--- config.mk ---
export PLATFORM = sky130hd
export DESIGN_NAME = gdts_queue
export DESIGN_NICKNAME = d
export VERILOG_FILES = /design/src/rtl/core/assert_macros.svh /design/src/rtl/core/gdts_pkg.sv /design/src/rtl/core/gdts_queue.sv
export SDC_FILE = /design/constraint.sdc
export NUM_CORES = 1
export LEC_CHECK = 0
export BUFFER_PORTS_ARGS = -buffer_cell sky130_fd_sc_hd__clkbuf_2
export CORE_UTILIZATION = 47
export CTS_BUF_LIST = sky130_fd_sc_hd__clkbuf_4 sky130_fd_sc_hd__clkbuf_8 sky130_fd_sc_hd__clkbuf_16
export CTS_CLUSTER_SIZE = 8
export DETAILED_ROUTE_END_ITERATION = 12
export PLACE_DENSITY_LB_ADDON = 0.15
export SETUP_SLACK_MARGIN = 0.05
export SKIP_LAST_GASP = 1
export SLEW_MARGIN = 40
export SYNTH_ARGS = -nofsm -noshare
export SYNTH_HDL_FRONTEND = slang
export SYNTH_SLANG_ARGS = --single-unit
export TNS_END_PERCENT = 5
--- constraint.sdc ---
create_clock -name clock -period 4.2 [get_ports clock]
set_input_delay 0.84 -clock clock [delete_from_list [all_inputs] [get_ports clock]]
set_output_delay 0.84 -clock clock [all_outputs]
set_load 0.03 [all_outputs]
--- src/rtl/core/assert_macros.svh ---
// ----------------------------------------------------------------------------
// Assertion macros
// Implication checks on the rising clock edge, compiled out for synthesis.
// ----------------------------------------------------------------------------
`ifndef ASSERT_MACROS_SVH
`define ASSERT_MACROS_SVH
`ifndef SYNTH
// same-cycle implication
`define ASSERT_IMPLIES(lbl, clk, rst, ante, cons, msg) \
   lbl: assert property (@(posedge clk) disable iff (rst) (ante) |-> (cons)) \
      else $error(msg);
// next-cycle implication
`define ASSERT_NEXT(lbl, clk, rst, ante, cons, msg) \
   lbl: assert property (@(posedge clk) disable iff (rst) (ante) |=> (cons)) \
      else $error(msg);
`else
`define ASSERT_IMPLIES(lbl, clk, rst, ante, cons, msg)
`define ASSERT_NEXT(lbl, clk, rst, ante, cons, msg)
`endif
`endif

--- src/rtl/core/gdts_pkg.sv ---
// ----------------------------------------------------------------------------
// gdts_pkg
// Shared constants and types of the grid density sampler.
// ----------------------------------------------------------------------------
package gdts_pkg;

   localparam int DEFAULT_SIZE_X       = 32;
   localparam int DEFAULT_SIZE_Y       = 32;
   localparam int DEFAULT_SIZE_Z       = 32;
   localparam int DEFAULT_DENSITY_BITS = 16;

   localparam int CELL_BITS = 10;
   localparam int FRAC_BITS = 16;

   localparam logic [31:0] SCALE_RESET = 32'h0001_0000;

   typedef enum logic [2:0] {
      CSR_ORIGIN_X = 3'd0,
      CSR_ORIGIN_Y = 3'd1,
      CSR_ORIGIN_Z = 3'd2,
      CSR_SCALE_X  = 3'd3,
      CSR_SCALE_Y  = 3'd4,
      CSR_SCALE_Z  = 3'd5
   } csr_index_type;

   typedef struct packed {
      logic [2:0][31:0] origin;
      logic [2:0][31:0] scale;
   } cfg_type;

   typedef struct packed {
      logic                          is_load;
      logic [14:0]                   sample_index;
      logic [15:0]                   sample_value;
      logic [2:0][CELL_BITS-1:0]     grid_pos;
      logic [2:0][FRAC_BITS-1:0]     frac;
      logic                          clamped;
   } item_type;

endpackage

--- src/rtl/core/gdts_queue.sv ---
// ----------------------------------------------------------------------------
// gdts_queue
// Two-entry queue between the front and the back.
// ----------------------------------------------------------------------------
module gdts_queue (
   input  logic               clock,
   input  logic               reset,
   input  logic               in_valid,
   output logic               in_ready,
   input  gdts_pkg::item_type in_item,
   output logic               out_valid,
   input  logic               out_ready,
   output gdts_pkg::item_type out_item
);
   import gdts_pkg::*;

   item_type   slot_ff [2];
   logic       wr_ptr_ff, wr_ptr_in;
   logic       rd_ptr_ff, rd_ptr_in;
   logic [1:0] count_ff, count_in;
   logic       push, pop;

   assign in_ready  = (count_ff != 2'd2);
   assign out_valid = (count_ff != 2'd0);
   assign out_item  = slot_ff[rd_ptr_ff];
   assign push      = in_valid && in_ready;
   assign pop       = out_valid && out_ready;
   assign wr_ptr_in = wr_ptr_ff ^ push;
   assign rd_ptr_in = rd_ptr_ff ^ pop;

   always_comb begin
      count_in = count_ff;
      if (push && !pop) begin
         count_in = count_ff + 2'd1;
      end else if (pop && !push) begin
         count_in = count_ff - 2'd1;
      end
   end

   always_ff @(posedge clock) begin
      if (reset) begin
         wr_ptr_ff <= 1'b0;
         rd_ptr_ff <= 1'b0;
         count_ff  <= 2'd0;
      end else begin
         wr_ptr_ff <= wr_ptr_in;
         rd_ptr_ff <= rd_ptr_in;
         count_ff  <= count_in;
      end
   end

   always_ff @(posedge clock) begin
      if (push) begin
         slot_ff[wr_ptr_ff] <= in_item;
      end
   end
endmodule

==> flow_metrics.py, run 1 <==
metrics = {
    "yosys": {
        "syn-instance-count": 366,
        "proportion_of_synthesized_chip_area_in_sequential_cells": 0.820,
        "synthesis.area_um2": 8230,
        "yosys_register_bits": 226,
        "postSynthNetCount": 484,
        "ys_warn_count": 0,
        "syn_area_per_cell_um2": 22.5,
        "synth.lib_cells_used.distinct": 16,
    },
    "global_route": {
        "grtUsageTotal": 0.166,
        "globalRoute.totalOverflow": 0,
        "via_count_of_the_first_global_routing_pass": 4477,
        "grt_max_degree": 70,
        "grt_first_pass_wirelength_um": 22500,
        "grt_antenna_before_repair": 1,
    },
    "worst_setup_path": {
        "arrival_ns": 2.33,
        "cp_launch_type": "flop",
        "setup.worst_path.start": "rd_ptr_ff",
        "type_of_element_capturing_the_critical_path": "output port",
        "setup.worst_path.class": "flop to output port",
        "worst_r2r_src": "count_ff[0]",
        "timing.critical_path.fanout_max": 69,
        "worstPathRequired_ns": 3.36,
    },
    "clock_network": {
        "cts_buffer_depth": 3,
        "postCtsResizedCells": 0,
        "cts_hold_repair.buffers": 0,
        "numCtsBuffers": 34,
        "cts_max_level": 2,
        "cts_root_buf": "sky130_fd_sc_hd__clkbuf_16",
        "tritoncts": "done",
        "numClockSinks": 226,
        "cts.reportedPaths.clkPinSlew_ns": 0.05,
        "clkLatencyLatePin_ns": 0.49,
        "post_cts_buffers": 0,
    },
    "sta": {
        "timing.setup.tns_ns": 0,
        "grt_setup_unrepaired": "false",
        "final.setup_skew_ns": 0.0175,
        "period_needed_ns": 3.17,
        "timing_max_transition_violations_final": 0,
        "finalCritPeriodShare": 0.754,
        "fmax_ghz": 0.316,
        "timing_worst_slew_pin_value_ns": 0.630,
        "hold_viol_final": 0,
        "timing.slew.headroom": 0.580,
        "setup-violations-final": 0,
        "final.setup.worst_slack_ns": 1.03,
    },
    "drt": {
        "drt_pre_antenna_iters": 6,
        "initial_detailed_routing_violation_count": 187,
        "avgRoutedWirePerCell_um": 17.7,
        "detailroute.via_count": 4265,
        "route.detailed.drc": 0,
        "ant_nets": 0,
        "routed_wirelength_um": 15200,
        "route.detailed.vias_per_inst": 4.98,
    },
    "flow_run": {
        "cap_violations": 0,
    },
    "hold_path": {
        "timing.hold.worst.class": "flop to flop",
        "min_from": "count_ff[1]",
    },
    "cells_and_area": {
        "ant_cells": 0,
        "layout.cell_area.non_filler_um2": 10700,
        "finalNonFillerCells": 857,
        "final_net_count": 742,
        "layout_fillers": 1308,
        "final_layout_size_suffix_gt1_frac": 0.622,
        "syn2layout_area_growth_pct": 29.5,
    },
    "placement": {
        "place_congestion": 0.724,
        "dp.cells": 811,
        "post_dp_cell_area_um2": 9640,
        "dp_hpwl_um": 9550,
        "pre_cts_slack_ns": 1.51,
        "io_buffers": 227,
    },
    "pwr": {
        "cellLeakagePower_nw": 4.05,
        "pwr_density_cell_nw_per_um2": 707,
        "max-vdd-ir-drop_mv": 0.422,
        "power_w": 0.00754,
    },
    "die": {
        "floorplan_die_width_um": 134,
        "rows": 48,
        "core_region_area_um2": 17200,
        "floorplan.die.height_um": 134,
        "die_area_um2": 18000,
        "initial_utilization": 0.479,
        "ioPinCount": 228,
    },
    "status": {
        "result_of_the_run": "finished clean",
    },
}
[synth_stat cells]
| master | n | area share |
|---|---|---|
| sky130_fd_sc_hd__inv_1 | 1 | 0.00046 |
| sky130_fd_sc_hd__nand2b_1 | 1 | 0.00076 |
| sky130_fd_sc_hd__o21ai_0 | 2 | 0.0012 |
| sky130_fd_sc_hd__or3_1 | 1 | 0.00076 |
| sky130_fd_sc_hd__buf_2 | 3 | 0.0018 |
| sky130_fd_sc_hd__a21oi_1 | 1 | 0.00061 |
| sky130_fd_sc_hd__xor2_1 | 3 | 0.0032 |
| sky130_fd_sc_hd__buf_6 | 8 | 0.011 |
| sky130_fd_sc_hd__mux2_2 | 111 | 0.15 |
| sky130_fd_sc_hd__edfxtp_1 | 222 | 0.81 |
| sky130_fd_sc_hd__or2_2 | 1 | 0.00076 |
| sky130_fd_sc_hd__dfxtp_1 | 4 | 0.0097 |
| sky130_fd_sc_hd__buf_4 | 1 | 0.00091 |
| sky130_fd_sc_hd__ha_1 | 3 | 0.0046 |
| sky130_fd_sc_hd__and2_1 | 1 | 0.00076 |
| sky130_fd_sc_hd__nor2_1 | 3 | 0.0014 |
[final cells by class]
class                           instances  area (µm²)  share of cell area
Tap cell                              225         282              0.0264
Clock buffer                           43         971              0.0911
Clock inverter                          1        8.76            0.000822
Multi-Input combinational cell        127        1390               0.130
Sequential cell                       226        6750               0.633
Inverter                                1        3.75            0.000352
Timing Repair Buffer                  234        1250               0.117
[sequential cells by signal, indices dropped and copies added, names as in the netlist]
signal,cells
slot_ff,222
rd_ptr_ff,1
count_ff,2
wr_ptr_ff,1
[metrics by stage]
stage | util | hold slack (ns)
2_1_floorplan | - | 0.471
3_3_place_gp | 0.561 | 0.487
3_5_place_dp | 0.561 | 0.517
4_1_cts | 0.618 | 0.519
5_1_grt | 0.620 | 0.527
6_report | 0.620 | 0.526
[cell families (layout without fill, tap and decap cells)]
family | after synthesis | after routing | share of synthesized area
flip-flops | 226 | 226 | 0.820
AND/OR/NAND/NOR | 7 | 7 | 0.00441
adder cells (fa/ha/maj) | 3 | 3 | 0.00456
buffers and inverters | 13 | 279 | 0.0141
AO/OA/AOI/OAI | 3 | 3 | 0.00182
XOR/XNOR | 3 | 3 | 0.00319
multiplexers | 111 | 111 | 0.152
[power breakdown]
part | internal, W | switching, W | total [W]
Sequential | 0.00289 | 0.000134 | 0.00302
Combinational | 0.000723 | 0.00134 | 0.00207
Clock | 0.00159 | 0.000856 | 0.00245
Total | 0.00520 | 0.00233 | 0.00754
[layout by cell type, fill, tap and decap left out, types with 3 or more instances in the layout]
cell,n
sky130_fd_sc_hd__clkbuf_2,227
sky130_fd_sc_hd__edfxtp_1,222
sky130_fd_sc_hd__mux2_2,111
sky130_fd_sc_hd__clkbuf_16,37
sky130_fd_sc_hd__clkbuf_4,6
sky130_fd_sc_hd__buf_12,5
sky130_fd_sc_hd__xor2_1,3
sky130_fd_sc_hd__nor2_1,3
sky130_fd_sc_hd__dfxtp_1,3
[path summary, 6_finish.rpt]
check,end,slack [ns],cells past startpoint
worst min-delay path,count_ff[1],0.53,2
worst max register to register,slot_ff[0][49],2.07,5
worst max-delay path,out_item[39],1.03,3
worst min register to register,count_ff[1],0.53,2
[metal layers]
| layer | wire length (µm) | part of all wire | vias to the layer above | global-route usage |
|---|---|---|---|---|
| li1 | - | - | 1966 | - |
| met1 | 6280 | 0.41 | 2080 | 0.202 |
| met2 | 7080 | 0.47 | 188 | 0.263 |
| met3 | 1460 | 0.096 | 31 | 0.0627 |
| met4 | 376 | 0.025 | 0 | 0.0743 |
| met5 | 0 | 0 | - | 0 |
[worst max-delay path, cell delays in order, from the launching register on]
cell and delay (ns):
sky130_fd_sc_hd__dfxtp_4 0.75, sky130_fd_sc_hd__buf_12 0.40, sky130_fd_sc_hd__mux2_2 0.41, sky130_fd_sc_hd__clkbuf_2 0.19
Note: power is estimated with default switching activity, not from simulation.
==> inputs of run 2 (changes only) <==
clock period = 3.04 ns   (was 4.2 ns; I/O delays follow)
==> run 2 against run 1 <==
Compared with the run above: final cell count fell by 0.12%; routed wire length rose by 1.8%; global-route usage rose by 0.47 points.
==> flow_metrics.py, run 2 (same netlist as run 1, synthesis figures left out) <==
metrics = {
    "drt": {
        "route.detailed.vias_per_inst": 4.98,
        "route.detailed.drc": 0,
        "ant_nets": 0,
        "detailroute.via_count": 4262,
        "avgRoutedWirePerCell_um": 18.1,
        "initial_detailed_routing_violation_count": 162,
        "drt_pre_antenna_iters": 4,
        "routed_wirelength_um": 15500,
    },
    "global_route": {
        "grt_first_pass_wirelength_um": 22800,
        "globalRoute.totalOverflow": 0,
        "grt_antenna_before_repair": 2,
        "grtUsageTotal": 0.170,
        "via_count_of_the_first_global_routing_pass": 4345,
        "grt_max_degree": 59,
    },
    "sta": {
        "setup-violations-final": 0,
        "timing_max_transition_violations_final": 0,
        "final.setup.worst_slack_ns": 0.332,
        "final.setup_skew_ns": 0.0198,
        "period_needed_ns": 2.71,
        "grt_setup_unrepaired": "false",
        "fmax_ghz": 0.369,
        "timing.slew.headroom": 0.677,
        "timing_worst_slew_pin_value_ns": 0.485,
        "finalCritPeriodShare": 0.891,
        "hold_viol_final": 0,
    },
    "placement": {
        "pre_cts_slack_ns": 0.816,
        "dp_hpwl_um": 10100,
        "io_buffers": 227,
        "place_congestion": 0.724,
        "post_dp_cell_area_um2": 9660,
    },
    "pwr": {
        "pwr_density_cell_nw_per_um2": 977,
        "power.share.switching": 0.309,
        "max-vdd-ir-drop_mv": 0.518,
        "pwr-share-clk": 0.322,
        "power_switching_w": 0.00321,
        "share_seq_of_total_power": 0.401,
        "p_int_w": 0.00717,
        "comb_power_share": 0.276,
        "cellLeakagePower_nw": 4.04,
    },
    "flow_run": {
        "cap_violations": 0,
    },
    "status": {
        "result_of_the_run": "finished clean",
    },
    "cells_and_area": {
        "largest_registers": "slot_ff (222), count_ff (2)",
        "most-common-layout-cells": "sky130_fd_sc_hd__clkbuf_2, sky130_fd_sc_hd__edfxtp_1, sky130_fd_sc_hd__mux2_2",
        "number_of_flip_flops_under_the_largest_register_name": 222,
        "most_common_cell_after_layout_fill_and_taps_aside": "sky130_fd_sc_hd__clkbuf_2",
        "final_net_count": 741,
        "layout_fillers": 1307,
        "final_layout_size_suffix_gt1_frac": 0.621,
        "syn2layout_area_growth_pct": 29.2,
        "layout.cell_area.non_filler_um2": 10600,
        "max_flop_register": "slot_ff",
    },
    "die": {
        "core_region_area_um2": 17200,
        "rows": 48,
        "die_area_um2": 18000,
        "ioPinCount": 228,
        "floorplan.die.height_um": 134,
        "initial_utilization": 0.479,
        "floorplan_die_width_um": 134,
    },
    "clock_network": {
        "postCtsResizedCells": 0,
        "cts_buffer_depth": 3,
        "cts_max_level": 2,
        "numClockSinks": 226,
        "post_cts_buffers": 0,
        "cts_root_buf": "sky130_fd_sc_hd__clkbuf_16",
        "clkLatencyLatePin_ns": 0.49,
        "numCtsBuffers": 34,
        "tritoncts": "done",
        "cts_hold_repair.buffers": 0,
        "cts.reportedPaths.clkPinSlew_ns": 0.05,
    },
    "worst_setup_path": {
        "worstPathRequired_ns": 2.43,
        "setup.worst_path.class": "flop to output port",
        "arrival_ns": 2.10,
        "cp_launch_type": "flop",
        "type_of_element_capturing_the_critical_path": "output port",
        "timing.critical_path.fanout_max": 49,
    },
    "hold_path": {
        "timing.hold.worst.class": "input port to flop",
    },
}
## run 2: layout make-up
class | instances | area, µm² | share of cell area
multi-input combinational | 127 | 1390 | 0.131
clock buffer | 42 | 963 | 0.0906
clock inverter | 1 | 8.76 | 0.000824
inverter | 1 | 3.75 | 0.000353
timing repair buffer | 233 | 1230 | 0.116
antenna | 1 | 2.50 | 0.000235
sequential | 226 | 6750 | 0.635
tap | 225 | 282 | 0.0265
## run 2: worst paths after layout
check / slack, ns / cells past startpoint / to / start
worst min-delay path: 0.31 / 1 / slot_ff[1][94] / in_item[94]
worst min register to register: 0.55 / 2 / count_ff[1] / count_ff[1]
worst max-delay path: 0.33 / 3 / out_item[33] / rd_ptr_ff
worst max register to register: 0.97 / 4 / slot_ff[1][56] / count_ff[0]
## run 2: power by group through the flow
stage	Combinational, W	Sequential, W	Clock [W]
3_5_place_dp	0.00290	0.00423	0
5_1_grt	0.00304	0.00421	0.00356
4_1_cts	0.00292	0.00417	0.00342
2_1_floorplan	0.00218	0.00417	0
3_3_place_gp	0.00288	0.00420	0
6_report	0.00287	0.00417	0.00335
## run 2: stage by stage
| stage | std cells | setup TNS (ns) | hold slack [ns] | utilization | power, W |
|---|---|---|---|---|---|
| 3_3_place_gp | 812 | 0 | 0.490 | 0.562 | 0.00709 |
| 4_1_cts | 855 | 0 | 0.291 | 0.619 | 0.0105 |
| 2_1_floorplan | 366 | -218.09 | 0.471 | - | 0.00635 |
| 3_5_place_dp | 812 | 0 | 0.547 | 0.562 | 0.00713 |
| 6_report | 856 | 0 | 0.309 | 0.619 | 0.0104 |
| 5_1_grt | 856 | 0 | 0.288 | 0.619 | 0.0108 |
## run 2: per-layer routing
layer  track usage  share of wire  vias up
li1              -              -     1967
met3        0.0741           0.11       19
met4        0.0605          0.015        0
met2         0.262           0.47      184
met1         0.216           0.41     2092
met5             0              0        -
## run 2: worst max-delay path: stages (launching register included)
cell and delay [ns]:
sky130_fd_sc_hd__dfxtp_4 0.66, sky130_fd_sc_hd__buf_12 0.32, sky130_fd_sc_hd__mux2_2 0.39, sky130_fd_sc_hd__clkbuf_2 0.19
